### src/hw/rtl/ssws_pkg.sv
// Types and constants shared by the segment split work stealer.
`timescale 1ns / 1ps
package ssws_pkg;

    localparam int MAX_CH     = 16;
    localparam int CH_W       = 4;
    localparam int NCH_W      = 5;
    localparam int OFF_W      = 48;
    localparam int CNT_W      = 16;
    localparam int MC_W       = 25;
    localparam int MODE_W     = 2;
    localparam int CFG_IDX_W  = 2;
    localparam int CFG_DATA_W = 48;
    localparam int STEP_W     = $clog2(OFF_W);

    localparam logic [NCH_W-1:0] REQ_RESET       = NCH_W'(4);
    localparam logic [MC_W-1:0]  MIN_CHUNK_RESET = MC_W'(100 * 1024);

    typedef enum logic [MODE_W-1:0] {
        MODE_DIVIDE = 2'd0,
        MODE_RECV   = 2'd1,
        MODE_CLOSE  = 2'd2,
        MODE_UNUSED = 2'd3
    } mode_t;

    typedef enum logic [CFG_IDX_W-1:0] {
        CFG_TOTAL_SIZE = 2'd0,
        CFG_REQ_CH     = 2'd1,
        CFG_MIN_CHUNK  = 2'd2
    } cfg_idx_t;

    typedef enum logic [3:0] {
        S_IDLE,
        S_DISPATCH,
        S_DIV1_GO,
        S_DIV1_RUN,
        S_DIV2_GO,
        S_DIV2_RUN,
        S_MOD,
        S_FILL,
        S_EVENT,
        S_CLOSE,
        S_SCAN_INIT,
        S_SCAN,
        S_STEAL_A,
        S_STEAL_B,
        S_EMIT
    } state_t;

    typedef enum logic [3:0] {
        OP_NONE,
        OP_LATCH,
        OP_DIV1_START,
        OP_SET_N,
        OP_DIV2_START,
        OP_SET_SEG,
        OP_MOD_STEP,
        OP_FILL,
        OP_EVENT,
        OP_CLOSE,
        OP_SCAN_INIT,
        OP_SCAN,
        OP_STEAL_A,
        OP_STEAL_B,
        OP_EMIT
    } op_t;

    typedef struct packed {
        op_t op;
    } cmd_t;

    typedef struct packed {
        mode_t mode;
        logic  inactive;
        logic  div_busy;
        logic  mod_done;
        logic  fill_last;
        logic  scan_last;
        logic  emit_last;
        logic  ev_over;
        logic  exhausted;
        logic  found;
        logic  out_busy;
    } sts_t;

endpackage

### src/hw/rtl/ssws_ctrl.sv
// Controller state machine that sequences the datapath for each event.
`timescale 1ns / 1ps
module ssws_ctrl
    import ssws_pkg::*;
(
    input  logic clk,
    input  logic rst_n,
    input  logic evt_valid,
    input  sts_t sts,
    output cmd_t cmd
);

    state_t state_reg, state_next;

    always_ff @(posedge clk or negedge rst_n)
    begin
        if (!rst_n)
        begin
            state_reg <= S_IDLE;
        end
        else
        begin
            state_reg <= state_next;
        end
    end

    always_comb
    begin
        state_next = state_reg;
        unique case (state_reg)
            S_IDLE:
            begin
                if (evt_valid)
                begin
                    state_next = S_DISPATCH;
                end
            end
            S_DISPATCH:
            begin
                priority if (sts.mode == MODE_UNUSED)
                    state_next = S_IDLE;
                else if (sts.mode == MODE_DIVIDE)
                    state_next = S_DIV1_GO;
                else if (sts.inactive)
                    state_next = S_EMIT;
                else if (sts.mode == MODE_RECV)
                    state_next = S_EVENT;
                else
                    state_next = S_CLOSE;
            end
            S_DIV1_GO:  state_next = S_DIV1_RUN;
            S_DIV1_RUN:
            begin
                if (!sts.div_busy)
                begin
                    state_next = S_DIV2_GO;
                end
            end
            S_DIV2_GO:  state_next = S_DIV2_RUN;
            S_DIV2_RUN:
            begin
                if (!sts.div_busy)
                begin
                    state_next = S_MOD;
                end
            end
            S_MOD:
            begin
                if (sts.mod_done)
                begin
                    state_next = S_FILL;
                end
            end
            S_FILL:
            begin
                if (sts.fill_last)
                begin
                    state_next = S_EMIT;
                end
            end
            S_EVENT:     state_next = sts.ev_over ? S_SCAN_INIT : S_EMIT;
            S_CLOSE:     state_next = sts.exhausted ? S_SCAN_INIT : S_EMIT;
            S_SCAN_INIT: state_next = S_SCAN;
            S_SCAN:
            begin
                if (sts.scan_last)
                begin
                    state_next = S_STEAL_A;
                end
            end
            S_STEAL_A:   state_next = sts.found ? S_STEAL_B : S_EMIT;
            S_STEAL_B:   state_next = S_EMIT;
            S_EMIT:
            begin
                if (!sts.out_busy)
                begin
                    if (sts.mode != MODE_DIVIDE || sts.emit_last)
                    begin
                        state_next = S_IDLE;
                    end
                end
            end
            default:     state_next = S_IDLE;
        endcase
    end

    always_comb
    begin
        cmd.op = OP_NONE;
        unique case (state_reg)
            S_IDLE:      cmd.op = evt_valid ? OP_LATCH : OP_NONE;
            S_DIV1_GO:   cmd.op = OP_DIV1_START;
            S_DIV1_RUN:  cmd.op = sts.div_busy ? OP_NONE : OP_SET_N;
            S_DIV2_GO:   cmd.op = OP_DIV2_START;
            S_DIV2_RUN:  cmd.op = sts.div_busy ? OP_NONE : OP_SET_SEG;
            S_MOD:       cmd.op = sts.mod_done ? OP_NONE : OP_MOD_STEP;
            S_FILL:      cmd.op = OP_FILL;
            S_EVENT:     cmd.op = OP_EVENT;
            S_CLOSE:     cmd.op = OP_CLOSE;
            S_SCAN_INIT: cmd.op = OP_SCAN_INIT;
            S_SCAN:      cmd.op = OP_SCAN;
            S_STEAL_A:   cmd.op = OP_STEAL_A;
            S_STEAL_B:   cmd.op = OP_STEAL_B;
            S_EMIT:      cmd.op = sts.out_busy ? OP_NONE : OP_EMIT;
            default:     cmd.op = OP_NONE;
        endcase
    end

endmodule

### config.mk
export PLATFORM = sky130hd
export DESIGN_NAME = ssws_ctrl
export DESIGN_NICKNAME = d
export VERILOG_FILES = /design/src/hw/rtl/ssws_pkg.sv /design/src/hw/rtl/ssws_ctrl.sv
export SDC_FILE = /design/constraint.sdc
export NUM_CORES = 1
export LEC_CHECK = 0
export BUFFER_PORTS_ARGS = -buffer_cell sky130_fd_sc_hd__buf_2
export CAP_MARGIN = 0
export CORE_AREA = 2 2 39 41
export CTS_BUF_LIST = sky130_fd_sc_hd__clkbuf_8 sky130_fd_sc_hd__clkbuf_16
export DETAILED_ROUTE_END_ITERATION = 10
export DIE_AREA = 0 0 41 43
export PLACE_DENSITY = 0.71
export SLEW_MARGIN = 30
export SYNTH_ARGS = -nofsm -noshare
export SYNTH_HDL_FRONTEND = slang
export SYNTH_SLANG_ARGS = --single-unit
### constraint.sdc
create_clock -name clk -period 2.25 [get_ports clk]
set_input_delay 0.3375 -clock clk [delete_from_list [all_inputs] [get_ports clk]]
set_output_delay 0.3375 -clock clk [all_outputs]
set_load 0.005 [all_outputs]
[Yosys cells after proc, flatten, opt, wreduce, memory -nomap -nowiden]
Cells that the tools add are included.
Word-level totals
  flip-flop bits (word level): 4
  latch bits: 0
  bits in writable memories: 0
  memory bits (read-only): 0
  input port bits: 15
  word-level logic and storage cells: 52
  memories kept: 0
Cells by class
  add/sub/neg operators: 0
  $mul: 0
  div/mod/pow operators: 0
  order comparisons: 0
  equality and inequality tests: 24
  shift operators: 0
  mux-type cells: 22
  bitwise logic cells: 0
  reduce and logical (&&, ||, !) cells: 5
Operator list (count)
  $pmux 4 s15: 1
  $pmux 4 s14: 1
  $mux 4: 11
  $eq 4x4->1 const B: 7
  $eq 4x3->1 const B: 4
  $ne 2x2->1 const B: 8
  $mux 3: 5
  $eq 4x2->1 const B: 2
  $reduce_and 8->1: 1
  $eq 4x1->1 const B: 1
  $logic_not 4->1: 1
  $mux 2: 2
  $eq 2x1->1 const B: 1
  $eq 2x2->1 const B: 1
  $logic_not 2->1: 1
  $mux 1: 2
  $reduce_bool 2->1: 1
  $logic_or 1x1->1: 1

[Logic depth before layout (Yosys ltp)]
Gate-level depths: netlist of the first run.
  depth after elaboration: 6
  gate-level depth with buffers: 6

[Least setup slack after synthesis of the first run]
No wires, ideal clock.
  path kind: input to register
  start: input port sts[10] (netlist name)
  end: register state_reg[0]
  arrival: 1633 ps
  required time: 2125 ps
  setup slack: 492 ps
  cell stages on the path: 6
  buffers on the path: 0
  cells stage by stage: inv_1 ha_1 nor2b_1 o2111a_1 a2111oi_4 mux2_4
On the way
  longest elaborated chain between the ends: 6
  elaborated cells on any way between the ends: 12
RTL lines
  start: declaration: line ssws_ctrl.sv:9  | input sts_t sts,
  $eq 2x1->1: line ssws_ctrl.sv:46  | else if (sts.mode == MODE_RECV)
  $mux 1: line ssws_ctrl.sv:46
  $mux 3: line ssws_ctrl.sv:44  | else if (sts.inactive)
  $mux 4: line ssws_ctrl.sv:42  | else if (sts.mode == MODE_DIVIDE)
  $mux 4: line ssws_ctrl.sv:40  | priority if (sts.mode == MODE_UNUSED)
  $pmux 4 s15: line ssws_ctrl.sv:30  | unique case (state_reg)
  end signal: assignment: line ssws_ctrl.sv:23  | state_reg <= state_next;
  end: declaration: line ssws_ctrl.sv:13  | state_t state_reg, state_next;
Several ways; a longest one is shown, not always the timed one.
A chain may end at the register's enable or synchronous reset.

==> impl_results.md, run 1 <==
* Outcome: finished, final reports clean
* CTS clk-pin slew, worst paths at 0.03 ns
* Drt initial violations at 9
* Pin count of the biggest net entering global routing at 16
* Post-synthesis share of cell area spent on xor and xnor gates at 0%
* Routed wire length at 1570 um
* Total vias in the final route at 650
* Endpoint required time on the critical path at 1.91 ns
* Post-route DRC at 0
* Net switching power figure at 504 uW
* Number of max-capacitance violations reported at 0
* Combinational group share of total power at 67.2%
* Placed wire-length estimate at 1130 um
* Number of global-route vias before repair at 581
* Max reg flops at 4
* Hold Path Class: input pin to asynchronous set/reset pin
* Most numerous cell in the Yosys netlist: sky130_fd_sc_hd__nor2_1
* Starting utilization of the core area at 46.6%
* Mean post-synth cell area at roughly 8.6 sq um
* Fraction of power spent switching nets at a little over two fifths
* Setup tns final at 0 ns
* Cells taking the most area after synthesis: sky130_fd_sc_hd__dfrtp_1, sky130_fd_sc_hd__mux2_4, sky130_fd_sc_hd__a2111oi_4
* Ys flop type: sky130_fd_sc_hd__dfrtp_1
* Final count of hold timing violations at 0
* Layout cell share with drive strength beyond 1 at between 30% and 40%
* Routed WL per cell at roughly 14 um
* Ant. Diodes at 0
* Combinational family with the most area after synthesis: compound AO/OA/AOI/OAI gates
* Filler cells at 134
* Cell-internal power at 648 uW
* Endpoint class of the critical path: output port
* Area of the die at roughly 1800 sq um
* Die Span X at 41 um
* Worst ir drop on vdd at 0.673 mV
* Number of failing setup endpoints in the final timing report at 0
* Count of buffers added by post-CTS timing repair for setup at 0
* Netlist area before placement at 644 sq um
* Portion of synthesized cell area occupied by the leading cell type at between 10% and 20%
* Syn-to-layout area delta at 22.7%
* Cell Chain, Critical Path: and2b_1, a2111oi_0, buf_4, a21o_1, buf_2
* Nets@finish at 113
* Largest fanout on the critical path at 13
* Worst Path Arrival at 1.80 ns
* Critical Path Max Stage Delay at 0.59 ns
* Core occupancy in the finished layout at 57.1%
* Count of port buffers added during placement at 18
* Maximum root-to-sink buffer count at 2
* Die boundary height at 43 um
* Number of nets produced by synthesis at 92
* Kind of cell with the highest combined delay on the critical path: flip-flops
* Number of synthesized register bits at 4
* Count of boundary I/O pins at 19
* Measured slew at the worst slew-check pin at 0.414 ns
* Floorplan core area at 1380 sq um
* First-pass iteration count of the detailed router at 4
* Static Leak at 0.000389 uW
* Cell type with the largest total area after synthesis: sky130_fd_sc_hd__dfrtp_1
* Number of flops mapped to enable cells by yosys at 0
* CTS tree: done
* Proportion of synthesized area in mux cells at 4.66%
* Clk Latency, worst-skew pair at 0.22 ns
* Critical path launch point type: flop
* Post-detailed-route count of antenna-violating nets at 0
* Buffer type at the clock tree root: sky130_fd_sc_hd__clkbuf_8
* # clock sinks at 4
* Cell type of the slowest stage on the worst timing path: sky130_fd_sc_hd__dfrtp_1
* FF+latch area at roughly 100 sq um
* Post-route clock skew at 0.00250 ns
* Global-route wire length before repair at ~2500 um
* Final clock period utilization by the worst path at 94.8%
* Worst Path Buf+Inv at 2
* Total track usage at 20.0%
* Maximum operating frequency at 0.469 GHz
* Final weighted congestion in routability-driven placement at 0.893
* Cell variety after synth at 43
* Slew headroom at 71.7%
* Fraction of the mapped netlist area in compound gates at approximately a third
* Cell Pwr Density at 1460 nW/um^2
* Async SR Flop Fraction at 100%
* Portion of the post-synthesis area used by sequential elements at 15.5%
* Top cells by count, synth: sky130_fd_sc_hd__nor2_1, sky130_fd_sc_hd__inv_1, sky130_fd_sc_hd__dfrtp_1
* Combined area of the multi-input logic cells at around 470 sq um
* Adder and majority gate portion of the synthesized area at 3.88%
* Via density per instance at between 5 and 6
* Reg power frac at 19.8%
* Unrepaired setup endpoints after global routing: false
* Type of the worst setup path: flop to output port
* Yosys warns at 0
* Fraction of power consumed by the clock network at between 10% and 20%
* CTS H-tree lvls at 1
* Cells after Synth at 75
* Pins over their slew limit at 0
* Initial antenna violation count at 0
* Post-layout min period at 2.13 ns
* Overall overflow remaining after global route at 0
* Cts bufs inserted at 3
* Floorplan row count at 14
* Share of synthesized cell area in and, or, nand and nor gates at 30.5%
==> worst reg2reg max path, stage by stage (launching register included) <==
cell	delay, ns
sky130_fd_sc_hd__dfrtp_1	0.61
sky130_fd_sc_hd__nor2b_1	0.15
sky130_fd_sc_hd__o2111a_1	0.20
sky130_fd_sc_hd__a2111oi_4	0.38
sky130_fd_sc_hd__mux2_4	0.33
==> power by group through the flow <==
stage,registers (uW),clock network [uW],logic (uW)
floorplan,128,0,707
global placement,223,0,760
detailed placement,227,0,762
CTS,227,150,769
global route,239,154,840
finish,228,151,774
==> cell usage in the layout, fill, tap and decap left out, drive strengths merged, types with 2 or more instances in the layout <==
master	Yosys	routed
a2111oi	2	2
a21o	3	3
a21oi	2	2
a31oi	2	2
and3b	3	3
buf	7	23
clkbuf	1	3
dfrtp	4	4
ha	2	2
inv	5	5
mux2	2	2
nand2	3	3
nand2b	2	2
nand4b	3	3
nor2	6	6
nor2b	3	3
nor3	2	2
nor3b	2	2
o21ai	3	3
o22ai	2	2
==> routing by layer <==
layer	share of wire (%)	vias up	routed length, um	global-route usage, %
li1	-	325	-	-
met4	2.2	0	34	6.00
met2	45	16	707	31.3
met3	3.4	6	53	3.14
met5	0	-	0	0
met1	49	303	774	27.1
==> what timing repair did <==
action,in CTS,in global routing
hold buffers,1,0
resized for setup,0,0
endpoints found under the hold margin,4,0
==> cells by family (layout without fill, tap and decap cells) <==
kind of cell    count (synthesis)  count (layout)
simple gates                   28              28
compound gates                 26              26
buf+inv                        13              32
flops                           4               4
fa+ha+maj                       2               2
mux                             2               2
==> per-stage QoR <==
stage	area, sq um	power, uW	worst slack, ns	instances	hold slack (ns)
after floorplan	644	835	0.492	75	0.0419
after global placement	739	983	0.331	106	0.142
after detailed placement	739	989	0.332	106	0.145
after CTS	791	1150	0.106	110	0.450
after global routing	791	1230	0.0273	110	0.497
final	791	1150	0.116	110	0.455
==> layout make-up <==
type | instances | area share, %
multi-input cells | 58 | 59.8
repair buffers | 24 | 17.4
flip-flops and latches | 4 | 12.7
clock buffers | 3 | 5.22
well taps | 16 | 2.53
inverters | 5 | 2.37
==> path summary, 6_finish.rpt <==
path | startpoint | to | slack, ns | cells past startpoint
max | state_reg[3] | cmd[1] | 0.12 | 5
max in group asynchronous | rst_n | state_reg[1] | 1.68 | 2
min in group clk | sts[6] | state_reg[3] | 0.58 | 4
max reg2reg | state_reg[0] | state_reg[1] | 0.45 | 4
min | rst_n | state_reg[3] | 0.46 | 2
min reg2reg | state_reg[2] | state_reg[3] | 0.94 | 3
No activity file was read; power rests on OpenSTA's default activity.
==> run 2: changes to the inputs <==
--- a/config.mk
+++ b/config.mk
@@ -11,7 +11,7 @@
 export CTS_BUF_LIST = sky130_fd_sc_hd__clkbuf_8 sky130_fd_sc_hd__clkbuf_16
 export DETAILED_ROUTE_END_ITERATION = 10
 export DIE_AREA = 0 0 41 43
-export PLACE_DENSITY = 0.71
+export PLACE_DENSITY = 0.75
 export SLEW_MARGIN = 30
 export SYNTH_ARGS = -nofsm -noshare
 export SYNTH_HDL_FRONTEND = slang
==> impl_results.md, run 2 (synthesized netlist as in run 1, its figures left out) <==
* Outcome: finished, final reports clean
* Count of boundary I/O pins at 19 (unchanged)
* Layout cell share with drive strength beyond 1 at 35.9% (-1.4 points)
* Cell Pwr Density at 1460 nW/um^2 (+0.18%)
* Largest fanout on the critical path at 13 (unchanged)
* FF-to-FF Start: state_reg[0]
* Gr busiest metal: met2
* Floorplan core area at 1380 sq um (unchanged)
* Met2 track demand over resource at 28.7% (-2.5 points)
* Die Span X at 41 um (unchanged)
* Hold Path Class: input pin to asynchronous set/reset pin
* Fraction of met3 tracks used by global routing at 6.81% (+3.7 points)
* Number of global-route vias before repair at 576 (-0.86%)
* Final weighted congestion in routability-driven placement at 0.913 (+2.2%)
* Worst Path Arrival at 1.71 ns (-0.09 ns)
* Count of port buffers added during placement at 18 (unchanged)
* Worst Reg2Reg Path Length in Cells at 4 (unchanged)
* First-pass iteration count of the detailed router at 4 (unchanged)
* Cts bufs inserted at 3 (unchanged)
* Unrepaired setup endpoints after global routing: false
* Total vias in the final route at 650 (unchanged)
* Post-Place Cell Area at 724 sq um (-2.0%)
* Max reg flops at 4 (unchanged)
* Worst hold slack at 0.457 ns (+0.00139 ns)
* Global-route met1 utilization at 23.3% (-3.8 points)
* Pins over their slew limit at 0 (unchanged)
* Endpoint class of the critical path: output port
* CTS clk-pin slew, worst paths at 0.03 ns (about the same)
* Critical path launch point type: flop
* Floorplan row count at 14 (unchanged)
* Area of the die at 1760 sq um (unchanged)
* Routed wire length at 1470 um (-6.2%)
* Post-layout min period at 2.05 ns (-0.0825 ns)
* Number of failing setup endpoints in the final timing report at 0 (unchanged)
* Drt initial violations at 11 (+2)
* Worst ir drop on vdd at 0.532 mV (-21%)
* Post-route clock skew at 0.00539 ns (+0.00289 ns)
* Buffer type at the clock tree root: sky130_fd_sc_hd__clkbuf_8
* Nets@finish at 111 (-1.8%)
* # clock sinks at 4 (unchanged)
* Pin count of the biggest net entering global routing at 20 (+4)
* Global-route wire length before repair at 2330 um (-5.6%)
* Final clock period utilization by the worst path at 91.2% (-3.7 points)
* Endpoint required time on the critical path at 1.91 ns (about the same)
* Starting utilization of the core area at 46.6% (unchanged)
* CTS tree: done
* Static Leak at 0.000379 uW (-2.6%)
* Most common cell after layout, fill and taps aside: sky130_fd_sc_hd__buf_2
* Slew headroom at 60.8% (-11 points)
* Syn-to-layout area delta at 20.6%
* Initial antenna violation count at 0 (unchanged)
* Total track usage at 18.6% (-1.4 points)
* CTS H-tree lvls at 1 (unchanged)
* Maximum root-to-sink buffer count at 2 (unchanged)
* Routed WL per cell at 13.6 um (-4.4%)
* Measured slew at the worst slew-check pin at 0.588 ns (+0.174 ns)
* Number of max-capacitance violations reported at 0 (unchanged)
* Critical register-to-register path endpoint: state_reg[1]
* Die boundary height at 43 um (unchanged)
* Ant. Diodes at 0 (unchanged)
* Number of placed instances with taps included at 104 (-1.9%)
* Internal reg-to-reg setup slack at 0.34 ns (-0.11 ns)
* Post-route cell area at 777 sq um (-1.7%)
* Overall overflow remaining after global route at 0 (unchanged)
* Maximum operating frequency at 0.487 GHz (+4.0%)
* Most frequent cells in the layout: sky130_fd_sc_hd__buf_2, sky130_fd_sc_hd__nor2_1, sky130_fd_sc_hd__inv_1, sky130_fd_sc_hd__dfrtp_1
* Type of the worst setup path: flop to output port
* Core occupancy in the finished layout at 56.1% (-0.99 points)
* Post-detailed-route count of antenna-violating nets at 0 (unchanged)
* Via density per instance at 6.02 (+1.9%)
* Placed wire-length estimate at 1100 um (-2.7%)
* Post-route insts no fill at 108 (-1.8%)
* Setup tns final at 0 ns (unchanged)
* Post-route DRC at 0 (unchanged)
* Clk Latency, worst-skew pair at 0.21 ns (about the same)
* Final count of hold timing violations at 0 (unchanged)
-- run 2: cell count changes in the layout (fill, tap and decap cells not counted), sizes merged --
cell	before	now
buf	23	21
-- run 2: cell type report --
type                    instances  area (sq um)
multi-input cells              58           474
clock buffers                   3          41.3
fillers                       122           607
well taps                      16          20.0
inverters                       5          18.8
flip-flops and latches          4           100
repair buffers                 22           123
-- run 2: worst max-delay path by stage --
| stage | startpoint | end | slack (ns) |
|---|---|---|---|
| CTS | state_reg[1] | cmd[2] | 0.11 |
| detailed placement | sts[10] | state_reg[1] | 0.32 |
| global placement | sts[10] | state_reg[0] | 0.36 |
| global route | state_reg[1] | cmd[2] | 0.08 |
| finish | state_reg[1] | cmd[2] | 0.20 |
| floorplan | sts[10] | state_reg[0] | 0.49 |
-- run 2: where the power goes --
| part | switching, uW | internal (uW) | leakage [uW] |
|---|---|---|---|
| registers | 139 | 112 | 0.0000470 |
| clock network | 34.0 | 114 | 0.0000216 |
| logic | 330 | 405 | 0.000311 |
| total | 503 | 630 | 0.000379 |
-- run 2: per-stage QoR --
step,power (uW),worst slack (ns)
2_1_floorplan,835,0.492
3_3_place_gp,963,0.361
3_5_place_dp,969,0.324
4_1_cts,1130,0.111
5_1_grt,1220,0.0799
6_report,1130,0.198
-- run 2: repair_timing --
item,CTS,global route
gates resized for setup,0,1
endpoints found under the setup margin,0,2
hold buffers,1,0
endpoints found under the hold margin,4,0
buffers inserted,0,0
-- run 2: worst max-delay path, stage by stage, from the launching register on --
cell	delay, ns
sky130_fd_sc_hd__dfrtp_1	0.59
sky130_fd_sc_hd__nand2_1	0.17
sky130_fd_sc_hd__a2111oi_1	0.51
sky130_fd_sc_hd__a21o_1	0.13
sky130_fd_sc_hd__buf_2	0.10
-- run 2: routing by layer --
layer	wire length [um]	share of wire [%]	vias to the layer above
met5	0	0	-
met4	0	0	0
met3	107	7.3	0
met2	717	49	24
met1	647	44	305
li1	-	-	321
==> run 3: changes to the inputs <==
==> constraint.sdc (replaced) <==
create_clock -name clk -period 2.4 [get_ports clk]
set_input_delay 0.36 -clock clk [delete_from_list [all_inputs] [get_ports clk]]
set_output_delay 0.36 -clock clk [all_outputs]
set_load 0.005 [all_outputs]
==> impl_results.md, run 3 (synthesized netlist as in run 1, its figures left out) <==
* CTS clk-pin slew, worst paths at 0.03 ns (about the same)
* Unrepaired setup endpoints after global routing: false
* Global-route wire length before repair at 2470 um (+5.9%)
* Pre-CTS worst setup slack at 0.447 ns (+0.123 ns)
* Number of max-capacitance violations reported at 0 (unchanged)
* Die Span X at 41 um (unchanged)
* Initial antenna violation count at 0 (unchanged)
* Total track usage at 20.6% (+2.0 points)
* Worst Reg2Reg Path Length in Cells at 4 (unchanged)
* Cell type of the slowest stage on the worst timing path: sky130_fd_sc_hd__dfrtp_1
* Post-detailed-route count of antenna-violating nets at 0 (unchanged)
* Worst setup path startpoint: state_reg[2]
* Area of the die at 1760 sq um (unchanged)
* Worst ir drop on vdd at 0.515 mV (-3.3%)
* Count of port buffers added during placement at 18 (unchanged)
* Post-layout min period at around 2.1 ns
* Buffer type at the clock tree root: sky130_fd_sc_hd__clkbuf_8
* Maximum operating frequency at 0.470 GHz
* Slew headroom at 61.3% (+0.51 points)
* Most common cell after layout, fill and taps aside: sky130_fd_sc_hd__buf_2
* Ant. Diodes at 0 (unchanged)
* Outcome: finished, final reports clean
* Syn-to-layout area delta at 20.6% (unchanged)
* Measured slew at the worst slew-check pin at 0.580 ns (-0.00761 ns)
* Post-route DRC at 0 (unchanged)
* Setup slack after layout at 0.271 ns (+0.0730 ns)
* Starting utilization of the core area at 46.6% (unchanged)
* Hold Path Class: input pin to asynchronous set/reset pin
* Cell Pwr Density at 1360 nW/um^2 (-6.5%)
* FF-to-FF Start: state_reg[0]
* Routed wire length at 1500 um (+2.2%)
* Cell Chain, Critical Path: buf_4, inv_1, o21bai_1, a22o_1, a32o_1, buf_2
* Clk Latency, worst-skew pair at 0.22 ns (about the same)
* Static Leak at 0.000379 uW (unchanged)
* Layout cell share with drive strength beyond 1 at 35.9% (unchanged)
* Floorplan core area at 1380 sq um (unchanged)
* Number of global-route vias before repair at 585 (+1.6%)
* Critical Path Max Stage Delay at 0.45 ns (-0.14 ns)
* CTS tree: done
* Critical path launch point type: flop
* Pins over their slew limit at 0 (unchanged)
* Critical register-to-register path endpoint: state_reg[1]
* Internal reg-to-reg setup slack at 0.51 ns (+0.17 ns)
* First-pass iteration count of the detailed router at 4 (unchanged)
* Max reg flops at 4 (unchanged)
* Floorplan row count at 14 (unchanged)
* Setup tns final at 0 ns (unchanged)
* Die boundary height at 43 um (unchanged)
* Number of failing setup endpoints in the final timing report at 0 (unchanged)
* Maximum root-to-sink buffer count at 2 (unchanged)
* Total vias in the final route at 657 (+1.1%)
* Routed WL per cell at 13.9 um (+2.2%)
* # clock sinks at 4 (unchanged)
* Count of boundary I/O pins at 19 (unchanged)
* Type of the worst setup path: flop to output port
* Drt initial violations at 10 (-1)
* Placed wire-length estimate at 1060 um (-3.7%)
* Largest fanout on the critical path at 14 (+1)
* Endpoint required time on the critical path at 2.04 ns (+0.13 ns)
* Overall overflow remaining after global route at 0 (unchanged)
* Worst Path Arrival at 1.77 ns (+0.06 ns)
* CTS H-tree lvls at 1 (unchanged)
* Final count of hold timing violations at 0 (unchanged)
* Critical path capture point: cmd[0]
* Pin count of the biggest net entering global routing at 20 (unchanged)
* Post-route clock skew at 0.00385 ns (-0.00153 ns)
* Count of buffers added by post-CTS timing repair for setup at 0 (unchanged)
* Cts bufs inserted at 3 (unchanged)
* Final weighted congestion in routability-driven placement at 0.924 (+1.2%)
* Final clock period utilization by the worst path at between 80% and 90%
* Most frequent cells in the layout: sky130_fd_sc_hd__buf_2, sky130_fd_sc_hd__nor2_1, sky130_fd_sc_hd__inv_1, sky130_fd_sc_hd__dfrtp_1
* Filler cells at 133 (+9.0%)
* Endpoint class of the critical path: output port
* Via density per instance at 6.08 (+1.1%)
* Nets@finish at 111 (unchanged)
==> run 3: worst min-delay path by stage <==
stage	start	to	slack, ns
after floorplan	rst_n	state_reg[0]	0.06
after global placement	rst_n	state_reg[3]	0.16
after detailed placement	rst_n	state_reg[0]	0.17
after CTS	rst_n	state_reg[0]	0.47
after global routing	rst_n	state_reg[1]	0.51
final	rst_n	state_reg[1]	0.48
==> run 3: through the flow <==
stage | total power [uW] | cells | utilization (%) | hold WS (ns) | area [sq um]
after floorplan | 783 | 75 | - | 0.0644 | 644
after global placement | 901 | 104 | 52.4 | 0.163 | 724
after detailed placement | 908 | 104 | 52.4 | 0.167 | 724
after CTS | 1060 | 108 | 56.1 | 0.469 | 776
after global routing | 1140 | 108 | 56.1 | 0.510 | 777
final | 1060 | 108 | 56.1 | 0.483 | 777
==> run 3: layer usage <==
metal | vias to the layer above | part of all wire, % | GRT usage (%)
met5 | - | 0 | 0
met4 | 0 | 2.7 | 12.7
met3 | 4 | 7.8 | 3.14
met2 | 37 | 48 | 30.0
met1 | 296 | 42 | 27.2
li1 | 320 | - | -
==> run 3: area by class of cell <==
| type | count | area [sq um] | area share (%) |
|---|---|---|---|
| clock buffers | 3 | 41.3 | 5.31 |
| multi-input cells | 58 | 474 | 61.0 |
| flip-flops and latches | 4 | 100 | 12.9 |
| repair buffers | 22 | 123 | 15.8 |
| well taps | 16 | 20.0 | 2.58 |
| inverters | 5 | 18.8 | 2.42 |
==> run 3: repair_timing <==
action | CTS | global route
hold endpoints to repair | 4 | 0
hold buffers | 1 | 0
gates resized for setup | 0 | 1
setup endpoints to repair | 0 | 1
==> run 3: where the power goes <==
group / total (uW) / switching [uW] / internal [uW]
registers: 231 / 126 / 105
logic: 689 / 309 / 380
clock network: 141 / 34.0 / 107
==> run 3: critical path: cells and delay by family, from the launching register on <==
family          cells  cell delay, ns
buf+inv             3            0.56
flops               1            0.45
compound gates      3            0.53
